`config.mk`:
```
export PLATFORM = sky130hd
export DESIGN_NAME = flash_erase_range_planner
export DESIGN_NICKNAME = d
export VERILOG_FILES = /design/src/design/fer_pkg.sv /design/src/design/fer_step.sv /design/src/design/flash_erase_range_planner.sv
export VERILOG_INCLUDE_DIRS = /design/src /design/src/design
export SDC_FILE = /design/constraint.sdc
export NUM_CORES = 1
export LEC_CHECK = 0
export ABC_CLOCK_PERIOD_IN_PS = 11500
export BUFFER_PORTS_ARGS = -buffer_cell sky130_fd_sc_hd__buf_2
export CORE_MARGIN = 4
export CORE_UTILIZATION = 35
export DETAILED_ROUTE_END_ITERATION = 12
export SLEW_MARGIN = 15
export SYNTH_ARGS = -nofsm -noshare
export SYNTH_HDL_FRONTEND = slang
export SYNTH_HIERARCHICAL = 1
export SYNTH_SLANG_ARGS = --single-unit
```
`constraint.sdc`:
```
create_clock -name clk -period 11.5 [get_ports clk]
set_input_delay 1.15 -clock clk [delete_from_list [all_inputs] [get_ports clk]]
set_output_delay 1.15 -clock clk [all_outputs]
set_load 0.01 [all_outputs]
```
`src/design/flash_erase_range_planner_assert.svh`:
```
// ----------------------------------------------------------------------------
// flash_erase_range_planner_assert.svh
// Assertion macros for the erase range planner. Each macro samples on the
// rising edge of clk and is disabled while rst_n is low.
// ----------------------------------------------------------------------------
`ifndef FLASH_ERASE_RANGE_PLANNER_ASSERT_SVH
`define FLASH_ERASE_RANGE_PLANNER_ASSERT_SVH

// Same-cycle implication.
`define FER_ASSERT_IMPL(label, ante, cons) \
    label: assert property (@(posedge clk) disable iff (!rst_n) (ante) |-> (cons)) \
        else $error("erase planner: same-cycle check failed");

// Next-cycle implication.
`define FER_ASSERT_NEXT(label, ante, cons) \
    label: assert property (@(posedge clk) disable iff (!rst_n) (ante) |=> (cons)) \
        else $error("erase planner: next-cycle check failed");

`endif

```
`src/design/fer_pkg.sv`:
```
// ----------------------------------------------------------------------------
// fer_pkg
// Types and constants shared by the erase range planner modules.
// ----------------------------------------------------------------------------
package fer_pkg;

    localparam int OFS_W      = 24;
    localparam int LEN_W      = 25;
    localparam int OUT_ADDR_W = 24;
    localparam int OPC_W      = 8;

    localparam int SECTOR_BYTES = 4096;
    localparam int SECTOR_SHIFT = 12;

    localparam logic [LEN_W-1:0] SECTOR_LEN = LEN_W'(SECTOR_BYTES);
    localparam logic [LEN_W-1:0] BLK32_LEN  = 25'h0_8000;
    localparam logic [LEN_W-1:0] BLK64_LEN  = 25'h1_0000;

    localparam logic [OPC_W-1:0] OPC_NONE   = 8'h00;
    localparam logic [OPC_W-1:0] OPC_SECTOR = 8'h20;
    localparam logic [OPC_W-1:0] OPC_BLK32  = 8'h52;
    localparam logic [OPC_W-1:0] OPC_BLK64  = 8'hD8;

    typedef enum logic [2:0] {
        ST_ISSUE   = 3'd0,
        ST_DONE    = 3'd1,
        ST_REJECT  = 3'd2,
        ST_ABORT   = 3'd3,
        ST_IGNORED = 3'd4
    } fer_status_t;

    typedef enum logic {
        OP_START    = 1'b0,
        OP_COMPLETE = 1'b1
    } fer_op_t;

    typedef struct packed {
        fer_op_t          op;
        logic [OFS_W-1:0] start_offset;
        logic [LEN_W-1:0] region_length;
        logic             cmd_failed;
    } fer_item_t;

    typedef struct packed {
        fer_status_t           status;
        logic [OPC_W-1:0]      erase_opcode;
        logic [OUT_ADDR_W-1:0] erase_address;
    } fer_result_t;

endpackage

```
`src/design/fer_step.sv`:
```
// ----------------------------------------------------------------------------
// fer_step
// Decision logic for one event: checks a start request, picks the next erase
// command greedily and computes the updated request state.
// ----------------------------------------------------------------------------
module fer_step #(
    parameter int ADDR_BITS = 24
) (
    input  fer_pkg::fer_item_t        item,
    input  logic                      cur_busy,
    input  logic [ADDR_BITS-1:0]      cur_address,
    input  logic [fer_pkg::LEN_W-1:0] cur_left,
    output logic                      new_busy,
    output logic [ADDR_BITS-1:0]      new_address,
    output logic [fer_pkg::LEN_W-1:0] new_left,
    output fer_pkg::fer_result_t      result
);
    import fer_pkg::*;

    localparam int SUM_W = (ADDR_BITS + 1 > LEN_W + 1) ? ADDR_BITS + 1 : LEN_W + 1;
    localparam logic [SUM_W-1:0] SPACE = SUM_W'(1) << ADDR_BITS;

    logic                 bad_req;
    logic [SUM_W-1:0]     range_end;
    logic                 from_start;
    logic [ADDR_BITS-1:0] src_addr;
    logic [LEN_W-1:0]     src_left;
    logic [LEN_W-1:0]     cmd_size;
    logic [OPC_W-1:0]     cmd_opc;

    assign range_end = SUM_W'(item.start_offset) + SUM_W'(item.region_length);
    assign bad_req   = (item.start_offset[SECTOR_SHIFT-1:0] != '0)
                    || (item.region_length < SECTOR_LEN)
                    || (item.region_length[SECTOR_SHIFT-1:0] != '0)
                    || (range_end > SPACE);

    assign from_start = (item.op == OP_START);
    assign src_addr   = from_start ? ADDR_BITS'(item.start_offset) : cur_address;
    assign src_left   = from_start ? item.region_length : cur_left;

    // Greedy pick: largest erase that is aligned and fits.
    always_comb
    begin
        if (src_addr[15:0] == '0 && src_left >= BLK64_LEN)
        begin
            cmd_size = BLK64_LEN;
            cmd_opc  = OPC_BLK64;
        end
        else if (src_addr[14:0] == '0 && src_left >= BLK32_LEN)
        begin
            cmd_size = BLK32_LEN;
            cmd_opc  = OPC_BLK32;
        end
        else if (src_left < SECTOR_LEN)
        begin
            cmd_size = src_left;
            cmd_opc  = OPC_SECTOR;
        end
        else
        begin
            cmd_size = SECTOR_LEN;
            cmd_opc  = OPC_SECTOR;
        end
    end

    always_comb
    begin
        new_busy    = cur_busy;
        new_address = cur_address;
        new_left    = cur_left;
        result      = '{status: ST_IGNORED, erase_opcode: OPC_NONE, erase_address: '0};
        if (from_start)
        begin
            if (cur_busy)
                result.status = ST_IGNORED;
            else if (bad_req)
                result.status = ST_REJECT;
            else
            begin
                new_busy      = 1'b1;
                new_address   = src_addr + ADDR_BITS'(cmd_size);
                new_left      = src_left - cmd_size;
                result.status = ST_ISSUE;
                result.erase_opcode  = cmd_opc;
                result.erase_address = OUT_ADDR_W'(src_addr);
            end
        end
        else if (!cur_busy)
            result.status = ST_IGNORED;
        else if (item.cmd_failed || cur_left == '0)
        begin
            new_busy      = 1'b0;
            new_address   = '0;
            new_left      = '0;
            result.status = item.cmd_failed ? ST_ABORT : ST_DONE;
        end
        else
        begin
            new_address   = src_addr + ADDR_BITS'(cmd_size);
            new_left      = src_left - cmd_size;
            result.status = ST_ISSUE;
            result.erase_opcode  = cmd_opc;
            result.erase_address = OUT_ADDR_W'(src_addr);
        end
    end

endmodule

```
`src/design/flash_erase_range_planner.sv`:
```
// ----------------------------------------------------------------------------
// flash_erase_range_planner
// Splits a flash erase range into 64K, 32K and 4K erase commands.
// ----------------------------------------------------------------------------
// Usage:
//   Input channel (in_valid / in_stall) carries one event per beat: op 0 is
//   a start request with start_offset and region_length, op 1 reports that
//   the last erase command completed, with cmd_failed set on error.
//   Output channel (out_valid / out_stall) returns exactly one result beat
//   per event: an erase command to issue (status 0 with opcode and address),
//   finished, rejected, aborted, or ignored (opcode and address are 0).
//   Each event passes the input register, then the result register; one event
//   is taken every cycle while out_stall is low. The single decision step
//   between the two registers also updates the request state.
//   While the receiver stalls, the result register holds and one more event
//   may wait in the input register; after that in_stall is raised.
//   Reset (rst_n low) empties both registers and leaves the block idle with
//   no request in progress.
// ----------------------------------------------------------------------------
`include "flash_erase_range_planner_assert.svh"

module flash_erase_range_planner #(
    parameter int ADDR_BITS = 24
) (
    input  logic                           clk,
    input  logic                           rst_n,
    input  logic                           in_valid,
    output logic                           in_stall,
    input  logic                           op,
    input  logic [fer_pkg::OFS_W-1:0]      start_offset,
    input  logic [fer_pkg::LEN_W-1:0]      region_length,
    input  logic                           cmd_failed,
    output logic                           out_valid,
    input  logic                           out_stall,
    output logic [2:0]                     status,
    output logic [fer_pkg::OPC_W-1:0]      erase_opcode,
    output logic [fer_pkg::OUT_ADDR_W-1:0] erase_address
);
    import fer_pkg::*;

    // Input register
    logic      in_full_reg, in_full_next;
    fer_item_t in_item_reg;

    // Request state
    logic                 busy_reg, busy_next;
    logic [ADDR_BITS-1:0] addr_reg, addr_next;
    logic [LEN_W-1:0]     left_reg, left_next;

    // Result register
    logic        out_full_reg, out_full_next;
    fer_result_t res_reg;
    fer_result_t res_next;

    logic advance;
    logic accept_in;

    // Advance the held event whenever the result slot is free or drains now.
    assign advance   = in_full_reg && (!out_full_reg || !out_stall);
    assign in_stall  = in_full_reg && !advance;
    assign accept_in = in_valid && !in_stall;

    assign in_full_next  = accept_in || (in_full_reg && !advance);
    assign out_full_next = advance || (out_full_reg && out_stall);

    fer_step #(
        .ADDR_BITS (ADDR_BITS)
    ) u_step (
        .item        (in_item_reg),
        .cur_busy    (busy_reg),
        .cur_address (addr_reg),
        .cur_left    (left_reg),
        .new_busy    (busy_next),
        .new_address (addr_next),
        .new_left    (left_next),
        .result      (res_next)
    );

    // Control and request state
    always_ff @(posedge clk or negedge rst_n)
    begin
        if (!rst_n)
        begin
            in_full_reg  <= 1'b0;
            out_full_reg <= 1'b0;
            busy_reg     <= 1'b0;
            addr_reg     <= '0;
            left_reg     <= '0;
        end
        else
        begin
            in_full_reg  <= in_full_next;
            out_full_reg <= out_full_next;
            if (advance)
            begin
                busy_reg <= busy_next;
                addr_reg <= addr_next;
                left_reg <= left_next;
            end
        end
    end

    // Payload registers: load on the matching handshake, hold otherwise.
    always_ff @(posedge clk)
    begin
        if (accept_in)
        begin
            in_item_reg.op            <= fer_op_t'(op);
            in_item_reg.start_offset  <= start_offset;
            in_item_reg.region_length <= region_length;
            in_item_reg.cmd_failed    <= cmd_failed;
        end
        if (advance)
            res_reg <= res_next;
    end

    assign out_valid     = out_full_reg;
    assign status        = res_reg.status;
    assign erase_opcode  = res_reg.erase_opcode;
    assign erase_address = res_reg.erase_address;

    // Checks
    `FER_ASSERT_IMPL(a_no_cmd_unless_issue, out_valid && status != ST_ISSUE, erase_opcode == OPC_NONE && erase_address == '0)
    `FER_ASSERT_IMPL(a_idle_has_nothing_left, !busy_reg, left_reg == '0)
    `FER_ASSERT_IMPL(a_left_sector_multiple, busy_reg, left_reg[SECTOR_SHIFT-1:0] == '0)
    `FER_ASSERT_NEXT(a_end_goes_idle, advance && (res_next.status == ST_DONE || res_next.status == ST_ABORT), !busy_reg)
    `FER_ASSERT_IMPL(a_stall_only_when_full, in_stall, in_full_reg && out_full_reg && out_stall)

endmodule
```
==> results of run 1 <==
==> per-stage QoR <==
stage	worst slack [ns]	std cells	power [µW]	hold slack, ns
2_1_floorplan	6.23	1145	814	0.452
3_3_place_gp	5.66	1585	907	0.456
3_5_place_dp	5.58	1585	909	0.487
4_1_cts	5.52	1617	1500	0.504
5_1_grt	5.14	1617	1560	0.509
6_report	5.50	1617	1490	0.503
==> final timing paths <==
kind / cells past startpoint / start / slack [ns] / to
min reg2reg: 1 / in_full_reg / 0.50 / out_valid
max in group asynchronous: 2 / rst_n / 10.09 / left_reg[5]
min in group asynchronous: 2 / rst_n / 0.88 / addr_reg[20]
max: 20 / in_item_reg[50] / 5.50 / addr_reg[22]
min: 1 / in_full_reg / 0.50 / out_valid
max reg2reg: 20 / in_item_reg[50] / 5.50 / addr_reg[22]
==> metal layers <==
metal  vias to the layer above  track usage (%)  share of wire, %
li1                       4416                -                 -
met2                       327             31.0                47
met5                         -                0                 0
met3                        47             4.95               7.2
met1                      4449             25.0                44
met4                         0             4.91               1.9
==> critical path, cell delays in order (launching register included) <==
cell      delay [ns]
edfxtp_1        0.34
buf_4           0.77
mux2_2          0.44
or4_1           0.52
nor4_1          0.28
nand3_1         0.17
or3_1           0.45
nand2_1         0.21
inv_1           0.07
ha_1            0.20
a21o_1          0.17
a21o_1          0.20
a21oi_1         0.28
nand3_1         0.11
a211o_1         0.28
a41o_1          0.25
a21oi_1         0.18
xor2_1          0.21
o22ai_1         0.11
a211o_1         0.33
mux2_2          0.26
==> Yosys cell counts, drive strengths merged, types with 6 or more instances <==
master	count	share of area [%]
nor3	18	0.83
and3	13	0.75
xnor2	34	2.7
nand3	39	1.8
a21o	34	2.4
nor4	19	1.1
mux2	90	9.4
a21oi	54	2.5
o22ai	19	1.1
and2	11	0.64
nand2	106	3.7
o21ai	42	2.1
a211oi	12	0.99
o211ai	11	0.76
a31oi	7	0.40
o31ai	7	0.48
buf	27	1.7
nor2	63	2.2
ha	71	8.2
nand4	12	0.69
xor2	23	1.9
edfxtp	86	24
dfrtp	52	12
inv	59	2.0
o21a	9	0.62
or3	21	1.2
clkbuf	30	1.0
a32o	18	1.7
o311ai	19	1.5
o21bai	6	0.42
nand2b	18	1.0
==> logic make-up after synthesis <==
family | share of synthesized area [%]
AO/OA/AOI/OAI | 20.2
XOR/XNOR | 4.61
adder cells (fa/ha/maj) | 8.75
buffers and inverters | 4.82
flip-flops | 35.8
multiplexers | 9.82
other | 0.0693
AND/OR/NAND/NOR | 15.9
==> area by class of cell <==
cell class,instances,area (µm²)
Clock inverter,15,196
Sequential cell,138,3880
Multi-Input combinational cell,890,6500
Clock buffer,17,425
Timing Repair Buffer,101,531
Inverter,60,225
Fill cell,3048,18300
Tap cell,396,495
==> power breakdown <==
group	internal, µW	total, µW	switching (µW)	leakage, µW
combinational	132	330	198	0.00346
clock	332	586	254	0.000298
sequential	553	576	22.5	0.00156
==> results.json, run 1 <==
{
  "finClkSkew_ns": 0.0169,
  "gp_congestion": 0.958,
  "powerDensity_mw_per_mm2": 122,
  "tightest_slew_ns": 1.09,
  "die_w_um": 184,
  "p_leak_uw": 0.00532,
  "core_area_mm2": 0.0306,
  "final.min_clock_period_ns": 6.00,
  "layout-drive-gt1-share_pct": 20.0,
  "report.final.slew_viol_count": 0,
  "start_util_pct": 35.4,
  "avgSynthCellArea_um2": 9.61,
  "overflow": 0,
  "cts_resized": 0,
  "clk_latency_ns": 0.43,
  "synth.yosys.seq_area_share_pct": 35.8,
  "arrival_ns": 6.32,
  "postSynthCellCount": 1128,
  "ys.warnings.count": 6,
  "grt_pass1_vias": 8989,
  "chipHeight_um": 184,
  "drtPass1Iterations": 5,
  "row_count": 64,
  "final_util_pct": 40.1,
  "syn-cell-area_mm2": 0.0108,
  "first_iter_violations": 741,
  "grtUsageTotal_pct": 18.9,
  "antenna_found_initial": 1,
  "dieArea_mm2": 0.0338,
  "fin_area_mm2": 0.0123,
  "post_cts_buffers": 0,
  "endpoint_kind": "flop",
  "drtAntennaViolNets": 0,
  "syn_to_final_growth_pct": 13.1,
  "grt_pass1_wl_mm": 50.2,
  "cts_buffers": 17,
  "post-dp-hpwl_mm": 23.6,
  "async_reset_ff_share_pct": 37.7,
  "fin_tns_setup_ns": 0,
  "via_count": 9239,
  "largest_reg_flops": 51,
  "critPathKind": "flop to flop",
  "ir_drop_uv": 89.4,
  "relSlewSlack_pct": 27.1,
  "cp_max_fo": 95,
  "cts_sinks": 138,
  "wl_per_cell_um": 20.1,
  "path_clk_slew_ns": 0.07,
  "finalHoldViolations": 0,
  "fmax_ghz": 0.167,
  "grt_max_degree": 96,
  "routed_wl_mm": 32.5,
  "status": "completed",
  "cts_htree_levels": 4,
  "rsz0062_at_grt": "no",
  "io_buffer_count": 91,
  "drv_cap": 0,
  "crit_required_ns": 11.82,
  "antenna_cells": 0,
  "hp-class": "flop to flop",
  "synthFlopType": "edfxtp_1",
  "finalCritPeriodShare_pct": 52.1,
  "yosys.cell_types.count": 88,
  "clockRootBuffer": "clkbuf_16",
  "drc": 0,
  "clk_path_buf_depth": 2,
  "cts_tree": "done",
  "io_pins": 92,
  "synth-seq-cells": 138,
  "synth-edff-count": 86,
  "routed_via_density": 5.71,
  "placed_area_mm2": 0.0116,
  "hold_buffers": 0,
  "final_cell_mix": "106 x nand2_1, 91 x buf_2, 87 x mux2_2, 86 x edfxtp_1, 71 x ha_1",
  "startpoint_type": "flop",
  "fin_nets": 1337,
  "layout_commonest_cell": "nand2_1",
  "setup_violations": 0
}
Note: power is estimated with default switching activity, not from simulation.
==> run 2, diff against run 1 <==
ABC_CLOCK_PERIOD_IN_PS = 4920   (was 11500)
clock period = 4.92 ns   (was 11.5 ns; I/O delays follow)
==> run 2 against run 1 <==
Effect of this change:
- the run now ends with negative setup slack left
- clock power up 110%
- flip-flop and latch count stayed put
- register-to-register slack lost 5.6 ns
- via count is 4.5% higher
- routed wire length is 4.8% higher
- worst hold slack worse by 0.30 ns
- global-route usage grew 0.78 points
- sequential share of layout area fell by 2.0 points
- final cell count increased by 5.1%
- cell area grew 6.9%
- combinational power rose to 2.6 times the previous value
- critical path depth rose by 1
==> results.json, run 2 (synthesized netlist as in run 1, its figures left out) <==
{
  "status": "finished with violations",
  "violations": "negative setup slack",
  "power.switching_uw": 1100,
  "reg2reg_to": "addr_reg[22]",
  "ir_drop_uv": 227,
  "layout_commonest_cell": "nand2_1",
  "r2r-start": "in_item_reg[50]",
  "drtPass1Iterations": 6,
  "chipHeight_um": 184,
  "powerDensity_mw_per_mm2": 263,
  "power_frac_comb_pct": 25.0,
  "cts_tree": "done",
  "first_iter_violations": 739,
  "drc": 0,
  "final.min_clock_period_ns": 4.97,
  "seq_power_share_pct": 39.0,
  "cts_buffers": 17,
  "report.final.slew_viol_count": 0,
  "gp_congestion": 0.969,
  "routed_via_density": 5.68,
  "sw_frac_of_total_pct": 31.7,
  "critPathKind": "flop to flop",
  "hold_buffers": 0,
  "post-place-ws_ns": -0.0816,
  "via_count": 9658,
  "largest_reg_flops": 51,
  "tightest_slew_ns": 1.09,
  "relSlewSlack_pct": 27.6,
  "hp-class": "input pin to asynchronous set/reset pin",
  "clk_latency_ns": 0.45,
  "setup_violations": 1,
  "row_count": 64,
  "crit_required_ns": 5.24,
  "dieArea_mm2": 0.0338,
  "startpoint_type": "flop",
  "clkPwrFrac_pct": 36.0,
  "drtAntennaViolNets": 0,
  "layout-drive-gt1-share_pct": 27.8,
  "finClkSkew_ns": 0.0123,
  "fin_tns_setup_ns": -0.0525,
  "path_clk_slew_ns": 0.07,
  "io_pins": 92,
  "start_util_pct": 35.4,
  "drv_cap": 0,
  "syn_to_final_growth_pct": 20.9,
  "io_buffer_count": 91,
  "arrival_ns": 5.30,
  "rsz0062_at_grt": "yes",
  "post-dp-hpwl_mm": 25.4,
  "grt_max_degree": 80,
  "antenna_cells": 0,
  "grtUsageTotal_pct": 19.7,
  "fin_nets": 1419,
  "finalCritPeriodShare_pct": 101,
  "endpoint_kind": "flop",
  "p_leak_uw": 0.00573,
  "routed_wl_mm": 34.0,
  "antenna_found_initial": 2,
  "core_area_mm2": 0.0306,
  "clk_path_buf_depth": 2,
  "cts_htree_levels": 4,
  "finalHoldViolations": 0,
  "intPower_uw": 2360,
  "grt_pass1_wl_mm": 52.1,
  "grt_pass1_vias": 9269,
  "final_cell_mix": "105 x nand2_1, 91 x buf_2, 86 x edfxtp_1, 85 x mux2_2, 85 x buf_4",
  "cp_max_fo": 7,
  "clockRootBuffer": "clkbuf_16",
  "r2r_slack_ns": -0.05,
  "r2r_cells": 21,
  "overflow": 0,
  "wl_per_cell_um": 20.0,
  "setup_slack_ns": -0.0525,
  "die_w_um": 184,
  "fmax_ghz": 0.201,
  "cts_sinks": 138
}
## run 2: power by group through the flow
stage,Sequential [µW],Clock [µW],Combinational (µW)
after floorplan,1350,0,556
after global placement,1370,0,807
after detailed placement,1370,0,811
after CTS,1340,1280,821
after global routing,1350,1330,942
final,1350,1240,863
## run 2: layout make-up
| cell class | instances | area (µm²) |
|---|---|---|
| fill | 3055 | 17500 |
| sequential | 138 | 3880 |
| clock inverter | 14 | 124 |
| timing repair buffer | 183 | 1220 |
| inverter | 60 | 225 |
| clock buffer | 18 | 429 |
| tap | 396 | 495 |
| multi-input combinational | 890 | 6730 |
## run 2: worst max path at each step
| stage | startpoint | to | slack, ns | depth (start not counted) |
|---|---|---|---|---|
| finish | in_item_reg[50] | addr_reg[22] | -0.05 | 21 |
| global route | in_item_reg[50] | addr_reg[22] | -0.23 | 21 |
| CTS | in_item_reg[50] | left_reg[24] | 0.004 | 23 |
| detailed placement | in_item_reg[50] | left_reg[23] | -0.08 | 21 |
| global placement | in_item_reg[50] | left_reg[24] | 0.003 | 23 |
| floorplan | in_item_reg[50] | addr_reg[16] | 0.04 | 21 |
## run 2: stage by stage
step	total power (µW)	area [µm²]	cells	utilization (%)	hold WS [ns]
final	3450	13100	1699	42.8	0.207
after global routing	3620	13100	1699	42.8	0.198
after CTS	3440	12800	1693	42.0	0.198
after detailed placement	2180	12200	1657	40.0	0.472
after global placement	2180	12200	1657	40.0	0.462
after floorplan	1910	10900	1145	-	0.196
## run 2: metal layers
layer | vias up | global-route usage [%] | part of all wire (%)
li1 | 4580 | - | -
met1 | 4711 | 27.1 | 46
met2 | 327 | 31.1 | 45
met3 | 40 | 4.45 | 6.8
met4 | 0 | 6.06 | 1.9
met5 | - | 0 | 0
## run 2: worst max-delay path, stage by stage, from the launching register on
cell	delay (ns)
edfxtp_1	0.41
buf_6	0.14
buf_12	0.13
mux2_4	0.31
or4_4	0.55
nor4_4	0.29
nand3_2	0.13
or3_4	0.43
nand2_2	0.09
inv_2	0.04
ha_4	0.15
a21o_1	0.15
a21o_1	0.18
a21oi_2	0.17
nand3_1	0.10
a211o_1	0.31
a41o_1	0.28
a21oi_2	0.13
xor2_1	0.19
o22ai_1	0.11
a211o_1	0.30
mux2_4	0.25
## run 2: timing repair
item | 4_1_cts | 5_1_grt
endpoints found under the setup margin | 4 | 17
pin swaps | 3 | 22
buffers inserted | 4 | 5
cloned | 0 | 1
endpoints found under the hold margin | 0 | 0
resized for setup | 5 | 48
==> run 3, diff against run 2 <==
CTS_CLUSTER_DIAMETER = 150   (was not set)
PLACE_DENSITY = 0.64   (was not set)
==> run 3 against run 2 <==
Effect of this change:
- the flow now finishes without violations
- register-to-register slack better by 0.13 ns
- critical endpoint unchanged
- global-route usage is 0.077 points lower
- non-clock buffer count is 15 lower
- first-iteration DRC count is 26% higher
- critical path depth is 1 higher
- critical path type unchanged
==> results.json, run 3 (synthesized netlist as in run 1, its figures left out) <==
{
  "overflow": 0,
  "cts_sinks": 138,
  "first_iter_violations": 934,
  "wl_per_cell_um": 20.0,
  "final_util_pct": 42.2,
  "cp_max_fo": 14,
  "start_util_pct": 35.4,
  "drtAntennaViolNets": 0,
  "clockRootBuffer": "clkbuf_16",
  "via_count": 9595,
  "grt_pass1_wl_mm": 51.7,
  "path_clk_slew_ns": 0.07,
  "final_cell_mix": "103 x nand2_1, 91 x buf_2, 87 x mux2_2, 86 x edfxtp_1, 73 x buf_4",
  "fin_nets": 1404,
  "chipHeight_um": 184,
  "grt_max_degree": 53,
  "placed_area_mm2": 0.0121,
  "relSlewSlack_pct": 35.3,
  "core_area_mm2": 0.0306,
  "hp-class": "input pin to asynchronous set/reset pin",
  "setup_violations": 0,
  "finClkSkew_ns": 0.0157,
  "arrival_ns": 5.17,
  "rsz0062_at_grt": "yes",
  "r2r-start": "in_item_reg[50]",
  "layout-drive-gt1-share_pct": 25.9,
  "r2r_slack_ns": 0.07,
  "finalHoldViolations": 0,
  "endpoint_kind": "flop",
  "syn_to_final_growth_pct": 19.2,
  "cts_htree_levels": 4,
  "row_count": 64,
  "ir_drop_uv": 316,
  "reg2reg_to": "addr_reg[22]",
  "r2r_cells": 22,
  "grtUsageTotal_pct": 19.6,
  "post-dp-hpwl_mm": 24.8,
  "clk_latency_ns": 0.44,
  "p_leak_uw": 0.00565,
  "layout_commonest_cell": "nand2_1",
  "gp_congestion": 0.925,
  "fin_area_mm2": 0.0129,
  "grt_pass1_vias": 9196,
  "hold_slack_ns": 0.211,
  "largest_reg_flops": 51,
  "report.final.slew_viol_count": 0,
  "routed_via_density": 5.70,
  "fmax_ghz": 0.206,
  "die_w_um": 184,
  "tightest_slew_ns": 0.968,
  "finalCritPeriodShare_pct": 98.5,
  "powerDensity_mw_per_mm2": 271,
  "drc": 0,
  "io_pins": 92,
  "dieArea_mm2": 0.0338,
  "drtPass1Iterations": 6,
  "antenna_cells": 0,
  "startpoint_type": "flop",
  "antenna_found_initial": 1,
  "status": "completed",
  "cts_tree": "done",
  "drv_cap": 0,
  "io_buffer_count": 91,
  "clk_path_buf_depth": 2,
  "routed_wl_mm": 33.8,
  "final.min_clock_period_ns": 4.85,
  "fin_tns_setup_ns": 0,
  "crit_required_ns": 5.24,
  "cts_buffers": 17,
  "critPathKind": "flop to flop"
}
[run 3: cell count changes in the layout (fill, tap and decap cells not counted), moves of 3 or more]
cell	previous run	this run
a21oi_2	11	8
clkbuf_1	1	4
buf_4	85	73
a21oi_1	43	46
[run 3: routing by layer]
| metal | track usage, % | part of all wire, % | vias up | routed length (µm) |
|---|---|---|---|---|
| li1 | - | - | 4542 | - |
| met1 | 27.1 | 45 | 4635 | 15000 |
| met2 | 31.3 | 46 | 380 | 15600 |
| met3 | 4.77 | 7.6 | 38 | 2570 |
| met4 | 4.76 | 1.6 | 0 | 529 |
| met5 | 0 | 0 | - | 0 |
[run 3: worst max path at each step]
stage	start	endpoint	slack [ns]
6_report	in_item_reg[50]	addr_reg[22]	0.07
5_1_grt	in_item_reg[50]	addr_reg[22]	-0.19
4_1_cts	in_item_reg[50]	left_reg[24]	0.02
3_5_place_dp	in_item_reg[50]	left_reg[24]	-0.04
3_3_place_gp	in_item_reg[50]	left_reg[23]	0.02
2_1_floorplan	in_item_reg[50]	addr_reg[16]	0.04
[run 3: what timing repair did]
action	in CTS	in global routing
endpoints found under the hold margin	0	0
hold buffers	0	0
endpoints found under the setup margin	6	14
gates resized for setup	11	30
pin swaps	4	4
gates cloned	1	0
setup buffers	1	3
[run 3: report_power, final]
part	total, µW	switching (µW)	leakage [µW]	internal, µW
Sequential	1350	52.3	0.00156	1290
Combinational	846	490	0.00381	356
Clock	1300	526	0.000280	776
Total	3490	1070	0.00565	2430
[run 3: stage by stage]
stage	setup WS, ns	std cells	total power, µW
floorplan	0.0385	1145	1910
global placement	0.0210	1647	2160
detailed placement	-0.0444	1647	2170
CTS	0.0211	1681	3490
global route	-0.188	1684	3660
finish	0.0742	1684	3490
[run 3: area by class of cell]
cell class | instances | area (µm²)
inverters | 60 | 225
clock inverters | 10 | 116
multi-input cells | 890 | 6660
flip-flops and latches | 138 | 3880
fillers | 3021 | 17700
clock buffers | 22 | 465
repair buffers | 168 | 1070
well taps | 396 | 495
[run 3: worst max-delay path, cell delays in order, from the launching register on]
cell and delay, ns:
edfxtp_1 0.43, buf_12 0.18, buf_4 0.16, mux2_2 0.23
and4b_1 0.22, nand2_2 0.10, nor4_4 0.04, buf_6 0.14
nor2b_4 0.13, buf_4 0.14, ha_1 0.20, fa_1 0.42
a21o_1 0.18, a21o_1 0.19, a21oi_1 0.20, o21bai_1 0.18
a211o_1 0.33, a41o_1 0.25, a21oi_2 0.16, xor2_1 0.18
o22ai_1 0.10, a211o_1 0.30, mux2_2 0.26
